===== config.mk =====
export PLATFORM = sky130hd
export DESIGN_NAME = base64_validating_decoder_core
export DESIGN_NICKNAME = d
export VERILOG_FILES = /design/src/design/b64d_pkg.sv /design/src/design/b64d_front.sv /design/src/design/b64d_queue.sv /design/src/design/b64d_back.sv /design/src/design/base64_validating_decoder_core.sv
export SDC_FILE = /design/constraint.sdc
export NUM_CORES = 1
export LEC_CHECK = 0
export BUFFER_PORTS_ARGS = -buffer_cell sky130_fd_sc_hd__clkbuf_2
export CORE_ASPECT_RATIO = 1.2
export CORE_MARGIN = 3
export CORE_UTILIZATION = 35
export CTS_BUF_LIST = sky130_fd_sc_hd__clkbuf_4
export CTS_CLUSTER_SIZE = 8
export DETAILED_ROUTE_END_ITERATION = 8
export SYNTH_ARGS = -nofsm -noshare
export SYNTH_HDL_FRONTEND = slang
export SYNTH_SLANG_ARGS = --single-unit

===== constraint.sdc =====
create_clock -name clk -period 3.16 [get_ports clk]
set_input_delay 0.948 -clock clk [delete_from_list [all_inputs] [get_ports clk]]
set_output_delay 0.948 -clock clk [all_outputs]
set_load 0.005 [all_outputs]

===== src/design/b64d_pkg.sv =====
// Shared types, constants and the character classifier for the base64 decoder.
package b64d_pkg;

    localparam int QUEUE_DEPTH = 4;
    localparam int QPTR_W      = $clog2(QUEUE_DEPTH);
    localparam int QCNT_W      = $clog2(QUEUE_DEPTH + 1);

    localparam logic [6:0] KIND_PAD = 7'd64;
    localparam logic [6:0] KIND_BAD = 7'd65;

    localparam logic [7:0] CHAR_PLUS  = 8'h2B;
    localparam logic [7:0] CHAR_SLASH = 8'h2F;
    localparam logic [7:0] CHAR_PAD   = 8'h3D;

    localparam logic [1:0] BYTE_HIGH = 2'd0;
    localparam logic [1:0] BYTE_MID  = 2'd1;
    localparam logic [1:0] BYTE_LOW  = 2'd2;

    // One queued job: a decoded group or the status item that closes a bad stream.
    typedef struct packed {
        logic [23:0] word;
        logic [1:0]  count;
        logic        status;
        logic        last;
    } b64d_job_t;

    // Sextet value 0..63, or KIND_PAD / KIND_BAD.
    function automatic logic [6:0] b64d_classify(input logic [7:0] c);
        logic [6:0] kind;
        kind = KIND_BAD;
        if (c >= 8'h41 && c <= 8'h5A)
            kind = 7'(c - 8'h41);
        else if (c >= 8'h61 && c <= 8'h7A)
            kind = 7'(c - 8'h47);
        else if (c >= 8'h30 && c <= 8'h39)
            kind = 7'(c + 8'd4);
        else if (c == CHAR_PLUS)
            kind = 7'd62;
        else if (c == CHAR_SLASH)
            kind = 7'd63;
        else if (c == CHAR_PAD)
            kind = KIND_PAD;
        return kind;
    endfunction

endpackage


===== src/design/b64d_front.sv =====
// Front end: classifies each character, tracks the group state and builds jobs.
module b64d_front
    import b64d_pkg::*;
(
    input  logic       clk,
    input  logic       rst_n,
    input  logic       accept,
    input  logic [7:0] char_code,
    input  logic       last_char,
    output logic       push,
    output b64d_job_t  job
);

    logic [17:0] sextet_reg, sextet_next;
    logic [1:0]  qpos_reg, qpos_next;
    logic [1:0]  pad_reg, pad_next;
    logic        closed_reg, closed_next;
    logic        error_reg, error_next;

    always_comb
    begin
        logic [6:0] kind;
        logic       is_pad;
        logic       err;
        logic [5:0] v;
        logic [1:0] pad_n;
        logic [1:0] n;
        logic [23:0] w;

        kind   = b64d_classify(char_code);
        is_pad = (kind == KIND_PAD);
        err    = 1'b0;
        v      = '0;
        pad_n  = pad_reg;
        n      = '0;
        w      = '0;

        sextet_next = sextet_reg;
        qpos_next   = qpos_reg;
        pad_next    = pad_reg;
        closed_next = closed_reg;
        error_next  = error_reg;

        if (!error_reg)
        begin
            if (closed_reg || kind == KIND_BAD)
                err = 1'b1;
            else if (is_pad)
            begin
                if (qpos_reg < 2'd2)
                    err = 1'b1;
                else
                    pad_n = pad_reg + 2'd1;
            end
            else
            begin
                if (pad_reg != 2'd0)
                    err = 1'b1;
                else
                    v = kind[5:0];
            end

            if (err)
                error_next = 1'b1;
            else if (qpos_reg < 2'd3)
            begin
                sextet_next = {sextet_reg[11:0], v};
                qpos_next   = qpos_reg + 2'd1;
                pad_next    = pad_n;
            end
            else
            begin
                w = {sextet_reg, v};
                n = 2'd3 - pad_n;
                if (pad_n != 2'd0)
                    closed_next = 1'b1;
                sextet_next = '0;
                qpos_next   = '0;
                pad_next    = '0;
            end
        end

        job.word   = w;
        job.count  = n;
        job.status = 1'b0;
        job.last   = last_char;

        if (last_char)
        begin
            if (error_next || qpos_next != 2'd0 || n == 2'd0)
            begin
                job.word   = '0;
                job.count  = 2'd1;
                job.status = 1'b1;
            end
            sextet_next = '0;
            qpos_next   = '0;
            pad_next    = '0;
            closed_next = 1'b0;
            error_next  = 1'b0;
        end

        push = accept && (n != 2'd0 || last_char);
    end

    always_ff @(posedge clk or negedge rst_n)
    begin
        if (!rst_n)
        begin
            sextet_reg <= '0;
            qpos_reg   <= '0;
            pad_reg    <= '0;
            closed_reg <= 1'b0;
            error_reg  <= 1'b0;
        end
        else if (accept)
        begin
            sextet_reg <= sextet_next;
            qpos_reg   <= qpos_next;
            pad_reg    <= pad_next;
            closed_reg <= closed_next;
            error_reg  <= error_next;
        end
    end

endmodule


===== src/design/b64d_queue.sv =====
// Short job queue between the front end and the byte emitter.
module b64d_queue
    import b64d_pkg::*;
(
    input  logic      clk,
    input  logic      rst_n,
    input  logic      push,
    input  b64d_job_t push_job,
    input  logic      pop,
    output logic      full,
    output logic      empty,
    output b64d_job_t head
);

    b64d_job_t         slot_reg [QUEUE_DEPTH];
    logic [QPTR_W-1:0] wr_ptr_reg;
    logic [QPTR_W-1:0] rd_ptr_reg;
    logic [QCNT_W-1:0] count_reg;

    assign full  = (count_reg == QCNT_W'(QUEUE_DEPTH));
    assign empty = (count_reg == '0);
    assign head  = slot_reg[rd_ptr_reg];

    always_ff @(posedge clk)
    begin
        if (push)
            slot_reg[wr_ptr_reg] <= push_job;
    end

    always_ff @(posedge clk or negedge rst_n)
    begin
        if (!rst_n)
        begin
            wr_ptr_reg <= '0;
            rd_ptr_reg <= '0;
            count_reg  <= '0;
        end
        else
        begin
            if (push)
                wr_ptr_reg <= wr_ptr_reg + QPTR_W'(1);
            if (pop)
                rd_ptr_reg <= rd_ptr_reg + QPTR_W'(1);
            if (push && !pop)
                count_reg <= count_reg + QCNT_W'(1);
            else if (pop && !push)
                count_reg <= count_reg - QCNT_W'(1);
        end
    end

endmodule


===== src/design/b64d_back.sv =====
// Back end: walks the head job one byte at a time into the output register.
module b64d_back
    import b64d_pkg::*;
(
    input  logic       clk,
    input  logic       rst_n,
    input  logic       empty,
    input  b64d_job_t  head,
    output logic       pop,
    output logic       out_valid,
    input  logic       out_ready,
    output logic [7:0] data_byte,
    output logic       byte_valid,
    output logic       last_byte,
    output logic       bad_input
);

    logic       valid_reg;
    logic [1:0] idx_reg;
    logic [7:0] data_reg;
    logic       bvalid_reg;
    logic       last_reg;
    logic       bad_reg;
    logic       load;
    logic       final_idx;
    logic [7:0] sel_byte;

    assign load      = (!valid_reg || out_ready) && !empty;
    assign final_idx = (idx_reg == head.count - 2'd1);
    assign pop       = load && final_idx;

    always_comb
    begin
        case (idx_reg)
            BYTE_HIGH: sel_byte = head.word[23:16];
            BYTE_MID:  sel_byte = head.word[15:8];
            BYTE_LOW:  sel_byte = head.word[7:0];
            default:   sel_byte = '0;
        endcase
    end

    always_ff @(posedge clk or negedge rst_n)
    begin
        if (!rst_n)
        begin
            valid_reg <= 1'b0;
            idx_reg   <= '0;
        end
        else
        begin
            if (load)
            begin
                valid_reg <= 1'b1;
                idx_reg   <= final_idx ? 2'd0 : idx_reg + 2'd1;
            end
            else if (out_ready)
                valid_reg <= 1'b0;
        end
    end

    always_ff @(posedge clk)
    begin
        if (load)
        begin
            data_reg   <= head.status ? 8'd0 : sel_byte;
            bvalid_reg <= !head.status;
            last_reg   <= head.last && final_idx;
            bad_reg    <= head.status;
        end
    end

    assign out_valid  = valid_reg;
    assign data_byte  = data_reg;
    assign byte_valid = bvalid_reg;
    assign last_byte  = last_reg;
    assign bad_input  = bad_reg;

endmodule


===== src/design/base64_validating_decoder_core.sv =====
// Top level of the validating base64 stream decoder.
// Usage:
//   Input channel (in_valid/in_ready) takes one character per item in
//   char_code, with last_char set on the final character of a stream.
//   Output channel (out_valid/out_ready) gives one decoded byte per item.
//   A complete group of four characters gives three, two or one bytes;
//   the final byte of a good stream carries last_byte. A bad stream ends
//   in one item with byte_valid low, last_byte and bad_input high, and
//   everything already sent for that stream must be dropped.
// Timing:
//   One character is taken per cycle while the four-entry job queue has
//   room. Each decoded group waits in the job queue, and its bytes
//   leave the output register one per cycle while out_ready is high,
//   so the output register sets the byte rate at one per cycle.
// Reset clears the group state, the queue and the output valid flag.
// When the receiver stalls, the output holds, the queue fills and
// in_ready drops once four jobs are waiting.
module base64_validating_decoder_core
    import b64d_pkg::*;
(
    input  logic       clk,
    input  logic       rst_n,
    input  logic       in_valid,
    output logic       in_ready,
    input  logic [7:0] char_code,
    input  logic       last_char,
    output logic       out_valid,
    input  logic       out_ready,
    output logic [7:0] data_byte,
    output logic       byte_valid,
    output logic       last_byte,
    output logic       bad_input
);

    logic      accept;
    logic      push;
    logic      pop;
    logic      full;
    logic      empty;
    b64d_job_t job;
    b64d_job_t head;

    assign in_ready = !full;
    assign accept   = in_valid && in_ready;

    b64d_front u_front (
        .clk       (clk),
        .rst_n     (rst_n),
        .accept    (accept),
        .char_code (char_code),
        .last_char (last_char),
        .push      (push),
        .job       (job)
    );

    b64d_queue u_queue (
        .clk      (clk),
        .rst_n    (rst_n),
        .push     (push),
        .push_job (job),
        .pop      (pop),
        .full     (full),
        .empty    (empty),
        .head     (head)
    );

    b64d_back u_back (
        .clk        (clk),
        .rst_n      (rst_n),
        .empty      (empty),
        .head       (head),
        .pop        (pop),
        .out_valid  (out_valid),
        .out_ready  (out_ready),
        .data_byte  (data_byte),
        .byte_valid (byte_valid),
        .last_byte  (last_byte),
        .bad_input  (bad_input)
    );

endmodule


; ---- Yosys cells after proc, flatten, opt, wreduce, memory -nomap -nowiden
; Memories as Yosys holds them, arrays and structs flattened.
; Cells that the tools add are included.
[op_classes]
add_sub_neg = 12
n_mul = 0
n_div = 0
magnitude_cmp = 8
eq_ne = 12
shifts = 0
mux = 54
n_bitwise = 0
reduce_logical = 33
[ops]
columns = operator, n
row1 = 18-bit 2-to-1 mux, 4
row2 = 24-bit 2-to-1 mux, 3
row3 = 27-bit 2-to-1 mux, 2
row4 = 7-bit 2-to-1 mux, 5
row5 = 2-bit 2-to-1 mux, 16
row6 = "8-bit by 6-bit == test with 1-bit output, second input constant", 3
row7 = 8-bit case mux with 3 select lines, 1
row8 = 1-bit 2-to-1 mux, 18
row9 = 6-bit 2-to-1 mux, 3
row10 = "8-bit by 7-bit greater-or-equal comparator with 1-bit output, second input constant", 2
row11 = "8-bit by 7-bit less-or-equal comparator with 1-bit output, second input constant", 2
row12 = "7-bit == test, second input constant", 2
row13 = 2-bit nonzero test, 7
row14 = "7-bit subtractor, second input constant", 2
row15 = "2-bit by 1-bit adder with 2-bit output, second input constant", 5
row16 = 1-bit logical AND, 10
row17 = "8-bit by 6-bit greater-or-equal comparator with 1-bit output, second input constant", 1
row18 = "8-bit by 6-bit less-or-equal comparator with 1-bit output, second input constant", 1
row19 = "7-bit by 3-bit adder with 7-bit output, second input constant", 1
row20 = 1-bit logical NOT, 6
row21 = 3-bit 2-to-1 mux, 2
row22 = "2-bit inequality test, second input constant", 3
row23 = 1-bit logical OR, 5
row24 = 5-bit AND reduction, 1
row25 = 12 further kinds, 14
[word_totals]
register_bits = 45
latchBits = 0
ramBits = 112
rom_bits = 0
inputBits = 13
out_inout_bits = 13
wordCells = 134
memories = 1
[mem_list]
columns = name, depth, width, read_ports, rd_clocked_by_memory_dff, write_ports, line_no
row1 = u_queue.slot_reg, 4, 28, 1, 0, 1, b64d_queue.sv:15  ; b64d_job_t slot_reg [QUEUE_DEPTH];

; ---- Longest topological paths before layout
[logic_depth]
depth_word = 22
mapped_depth = 17

; ---- Hierarchy
; A second synthesis with hierarchy kept.
[unflattened]
hier_cells = 490
hier_area_um2 = 7196.9
[by_module_without_submodules]
columns = module, instances, cells_per_inst, area_each_um2, seq_area_each_um2
row1 = b64d_queue, 1, 180, 4435.5, 3538.4
row2 = b64d_front, 1, 246, 2018.2, 600.6
row3 = b64d_back, 1, 62, 733.2, 405.4
row4 = base64_validating_decoder_core, 1, 2, 10.0, 0.0

; ---- Worst setup path before layout
; No wires, ideal clock.
[synth_timing]
path_kind = input to register
start = input char_code[2]
end = memory u_queue.slot_reg[0][0] (netlist bit) (enable)
setup_time_ns = 0.413
arrival_ns = 4.135
required_time_ns = 2.747
path_slack_ns = -1.388
stages = 11
path_buffers = 2
path_cell_list = buf_2 -> inv_1 -> ha_1 -> a21o_1 -> a211oi_2 -> a21oi_1 -> o221a_1 -> buf_6 -> o32ai_1 -> a21oi_1 -> nor2_1
[synth_between]
elab_chain_cells = 20
elab_cells_between_ends = 39
cone_classes = 4 x add/sub / 6 x order compare / 5 x eq/ne / 17 x mux / 7 x reduce/logical
[synth_rtl]
columns = element, line_no
row1 = from (decl), base64_validating_decoder_core.sv:25  ; input logic [7:0] char_code,
row2 = 8-bit by 6-bit == test with 1-bit output, b64d_pkg.sv:41  ; else if (c == CHAR_PAD)
row3 = 1-bit 2-to-1 mux, b64d_pkg.sv:41
row4 = 7-bit 2-to-1 mux, b64d_pkg.sv:39  ; else if (c == CHAR_SLASH)
row5 = 7-bit 2-to-1 mux, b64d_pkg.sv:37  ; else if (c == CHAR_PLUS)
row6 = 7-bit 2-to-1 mux, b64d_pkg.sv:35  ; else if (c >= 8'h30 && c <= 8'h39)
row7 = 7-bit 2-to-1 mux, b64d_pkg.sv:33  ; else if (c >= 8'h61 && c <= 8'h7A)
row8 = 7-bit 2-to-1 mux *, b64d_pkg.sv:31  ; if (c >= 8'h41 && c <= 8'h5A)
row9 = "7-bit == test, on equally long branches", "b64d_front.sv:31, b64d_front.sv:46"
row10 = [... 4 more ...], -
row11 = 2-bit 2-to-1 mux, b64d_front.sv:65  ; else if (qpos_reg < 2'd3)
row12 = 2-bit 2-to-1 mux *, b64d_front.sv:63  ; if (err)
row13 = 2-bit 2-to-1 mux *, b64d_front.sv:44  ; if (!error_reg)
row14 = 2-bit nonzero test *, b64d_front.sv:103  ; push = accept && (n != 2'd0 || last_char);
row15 = 1-bit logical OR *, b64d_front.sv:103
row16 = 1-bit logical AND *, b64d_front.sv:103
row17 = 1-bit 2-to-1 mux *, b64d_queue.sv:26  ; if (push)
row18 = 1-bit 2-to-1 mux (not written as such) *, b64d_queue.sv:27  ; slot_reg[wr_ptr_reg] <= push_job;
row19 = to (decl), b64d_queue.sv:15
; Every way passes the cells marked *; elsewhere a longest branch is shown, timed or not. The select of a mux whose other input is x is not followed.

; ---- Worst setup path in the final report
[layout_timing]
start = input char_code[3]
end = register u_queue.count_reg[2]
[layout_between]
elab_chain_cells = 21
elab_cells_between_ends = 42
cone_classes = 4 x add/sub / 6 x order compare / 5 x eq/ne / 16 x mux / 11 x reduce/logical
[layout_rtl]
columns = element, line_no
row1 = 8-bit by 6-bit == test with 1-bit output, b64d_pkg.sv:41
row2 = 1-bit 2-to-1 mux, b64d_pkg.sv:41
row3 = 7-bit 2-to-1 mux, b64d_pkg.sv:39
row4 = 7-bit 2-to-1 mux, b64d_pkg.sv:37
row5 = 7-bit 2-to-1 mux, b64d_pkg.sv:35
row6 = 7-bit 2-to-1 mux, b64d_pkg.sv:33
row7 = 7-bit 2-to-1 mux *, b64d_pkg.sv:31
row8 = "7-bit == test, on equally long branches", "b64d_front.sv:31, b64d_front.sv:46"
row9 = [... 6 more ...], -
row10 = 2-bit 2-to-1 mux *, b64d_front.sv:44
row11 = 2-bit nonzero test *, b64d_front.sv:103
row12 = 1-bit logical OR *, b64d_front.sv:103
row13 = 1-bit logical AND *, b64d_front.sv:103
row14 = named net push, base64_validating_decoder_core.sv:36  ; logic push;
row15 = 1-bit logical NOT, b64d_queue.sv:46  ; else if (pop && !push)
row16 = 1-bit logical AND, b64d_queue.sv:46
row17 = 2-bit nonzero test (no line), -
row18 = to (signal assigned), b64d_queue.sv:45  ; count_reg <= count_reg + QCNT_W'(1);
row19 = to (signal assigned), b64d_queue.sv:47  ; count_reg <= count_reg - QCNT_W'(1);
row20 = to (decl), b64d_queue.sv:18  ; logic [QCNT_W-1:0] count_reg;
; Mark *: on every way through the listed nets, which the timed path passes. The rest lies on a longest branch. The select of a mux whose other input is x is not followed.
; A chain may end at the register's enable or synchronous reset.

==> metrics.md <==
| Metric | Value |
|---|---|
| Leak | `0.00324 uW` |
| Worst Skew | `0.0252 ns` |
| Max reg flops | `112` |
| Final core occ | `42.9%` |
| # setup viols final | `1` |
| I/O Buffers | `25` |
| Distinct cells, synth | `70` |
| DRT iter0 DRCs | `407` |
| Drt first pass iters | `4` |
| Max transition margin | `38.6%` |
| Gr ovfl total | `0` |
| Gr usage total | `14.7%` |
| Post-Syn Nets | `536` |
| Sequential group share of total power | `47.4%` |
| Detail-routed via count per cell | `5.21` |
| CP startpoint | `char_code[3]` |
| Pin count of the biggest net entering global routing | `35` |
| CTS buffer count | `17` |
| Switch share | `30.9%` |
| Synth warnings | `0` |
| WP data arrival | `3.65 ns` |
| Area of the multi-input gates | `0.00268 mm^2` |
| Initial core utilization | `35.7%` |
| Setup crit end kind | `flop` |
| P_sw | `1750 uW` |
| Seq/Total Area, Yosys | `62.7%` |
| Worst-Margin Slew | `0.921 ns` |
| Hold Crit Class | `flop to flop` |
| Period utilization | `100%` |
| H-tree Lvls | `4` |
| Routed wire per std cell | `17.9 um` |
| Worst Hold Launch | `u_front.sextet_reg[14]` |
| Final net count | `626` |
| Yosys reg bits | `157` |
| Final-report hold violation count | `0` |
| Final ANT Viol Nets | `0` |
| Mapped Area | `0.00725 mm^2` |
| Drt drc | `0` |
| Clk sinks | `157` |
| Failing checks | `setup timing` |
| RSZ-0062 raised after global routing | `yes` |
| Syn avg cell area | `14.4 um^2` |
| Max Fclk | `315 MHz` |
| Sequential Area | `0.00455 mm^2` |
| Initial antenna violation count | `1` |
| Worst EP required | `3.63 ns` |
| Pwr Total | `5650 uW` |
| Hpwl dp | `10900 um` |
| Clock Power Share | `21.2%` |
| RD Place Congestion | `0.822` |
| Synthesized instance count | `503` |
| DR vias | `4541` |
| Global-route wire length before repair | `25300 um` |
| I/O pins | `26` |
| Buffer depth of the longest clock path | `2` |
| Top FF cell, synth | `edfxtp_1` |
| Reg2reg start | `u_queue.rd_ptr_reg[0]` |
| Vias in the first global route | `4735` |
| Core area | `0.0203 mm^2` |
| Clock Latency Late Sink | `0.54 ns` |
| Number of cell rows | `57` |
| Worst-path clk slew | `0.13 ns` |
| Chip width | `137 um` |
| Die area | `0.0225 mm^2` |
| Layout cells sized above 1 | `31.4%` |
| Critical-path maximum fanout | `4` |
| Maxcap violations | `0` |
| Max-slew violation count | `0` |
| Crit Path Class | `input pin to flop` |
| Worst Slack Setup Final | `-0.0125 ns` |
| Area growth syn-to-layout | `20.2%` |
| VDD IR max | `271 uV` |
| Combinational fraction of design power | `31.4%` |
| Status | `complete, but fails checks` |
| CTS tree | `yes` |
| Die Ht | `164 um` |
| CTS root buf | `clkbuf_4` |
| Startpoint types | `input pin` |
| Final Routed Wirelength | `15600 um` |
| Post-synth EDFFs | `123` |
| Async SR Flop Fraction | `21.7%` |
| Pwr dens | `649 mW/mm^2` |
| Fin crit period | `3.17 ns` |
| Internal power | `3900 uW` |
| # fillers | `1861` |
cells by family (layout without fill, tap and decap cells):
logic type	after synthesis	in the layout	share of synthesized area, %
simple gates	138	138	10.5
buf+inv	50	152	2.95
compound gates	94	94	9.54
other cells	0	1	0
mux	36	36	9.84
xor+xnor	8	8	0.966
flops	157	157	62.7
fa+ha+maj	20	20	3.56
worst paths after layout:
check                                         end  slack, ns  depth (start not counted)
setup / recovery             u_queue.count_reg[2]      -0.01                         16
hold / removal             u_front.sextet_reg[14]       0.49                          1
setup reg to reg             u_queue.count_reg[2]       0.28                         11
hold reg to reg            u_front.sextet_reg[14]       0.49                          1
max in group asynchronous   u_queue.rd_ptr_reg[0]       2.02                          1
min in group asynchronous   u_queue.rd_ptr_reg[1]       0.52                          1
critical path, cell delays in order:
cell	delay [ns]
buf_8	0.11
buf_6	0.11
ha_4	0.16
a21o_4	0.24
a211oi_4	0.23
a21oi_2	0.06
o221a_1	0.28
o32ai_4	0.34
a21oi_4	0.09
nor2_1	0.13
ha_2	0.20
inv_2	0.04
fa_2	0.32
xor2_1	0.14
nor2_1	0.11
xor2_1	0.15
cells in the mapped netlist, types with 2 or more instances:
cell type    n  share of area (%)
or3_1        2               0.17
nor2b_1      3               0.26
a32o_1       4               0.55
mux4_2      28                8.7
a221oi_1     2               0.24
nand4_1      6               0.52
a21oi_1     24                1.7
nand3_1     11               0.76
ha_1        19                3.3
o32ai_1      2               0.24
o21ai_0      8               0.55
edfxtp_1   123                 51
nor4_1       4               0.35
a21boi_0     2               0.21
o31a_1       2               0.24
o2bb2ai_1    2               0.24
and2_1      26                2.2
buf_2        6               0.41
a31oi_1      2               0.17
nand2_1     41                2.1
and4_1       5               0.60
nor3_1       3               0.21
a21o_1      10                1.0
and3_1       4               0.35
nor2_1      23                1.2
xor2_1       4               0.48
xnor2_1      4               0.48
clkbuf_1    12               0.62
o22ai_1      4               0.35
o21ai_2      2               0.24
buf_6        2               0.31
o2111ai_1    2               0.24
dfrtp_1     34                 12
inv_1       28                1.4
a22oi_1      8               0.83
mux2i_1      6               0.83
o211ai_1     2               0.21
power by group through the flow:
| stage | Clock (uW) | Sequential [uW] | Combinational (uW) |
|---|---|---|---|
| after CTS | 1230 | 2680 | 1780 |
| after global routing | 1320 | 2720 | 1950 |
| after global placement | 0 | 2710 | 1730 |
| after floorplan | 0 | 2670 | 1210 |
| final | 1200 | 2680 | 1780 |
| after detailed placement | 0 | 2730 | 1760 |
per-layer routing:
metal | wire (um) | track usage (%) | part of all wire, %
met1 | 6420 | 18.2 | 41
met2 | 8170 | 25.0 | 52
met3 | 592 | 2.56 | 3.8
met4 | 414 | 6.81 | 2.7
met5 | 0 | 0 | 0
cells in the final DEF (no fill, tap or decap), types with 9 or more instances in the layout:
cell type and instances:
a21oi_1 22, nand3_1 11, dfrtp_1 33, nor2_1 19, mux4_2 28, edfxtp_1 123, clkbuf_4 18, clkbuf_2 21
and2_1 26, inv_1 23, a21o_1 9, ha_1 12, nand2_1 41, buf_4 62
what timing repair did:
action,in CTS,in global routing
pin swaps,8,3
resized for setup,11,19
setup buffers,3,5
hold buffers,0,0
hold endpoints to repair,0,0
endpoints found under the setup margin,2,6
final cells by class:
| class | instances | share of cell area [%] |
|---|---|---|
| Sequential cell | 157 | 52.2 |
| Multi-Input combinational cell | 296 | 30.8 |
| Timing Repair Buffer | 93 | 8.61 |
| Tap cell | 265 | 3.80 |
| Clock inverter | 13 | 1.69 |
| Clock buffer | 18 | 1.55 |
| Inverter | 28 | 1.38 |
| Antenna cell | 1 | 0.0287 |
per-stage QoR:
stage	instance area (um^2)	setup TNS, ns	worst slack [ns]	hold slack, ns	cells
6_report	8710	-0.0125	-0.0125	0.495	871
5_1_grt	8710	-0.145	-0.100	0.512	871
3_5_place_dp	8230	-114.28	-0.863	0.465	831
2_1_floorplan	7390	-45.71	-0.658	0.441	503
4_1_cts	8590	-0.0321	-0.0321	0.494	865
3_3_place_gp	8230	-94.91	-0.782	0.452	831
No activity file was read; power rests on OpenSTA's default activity.
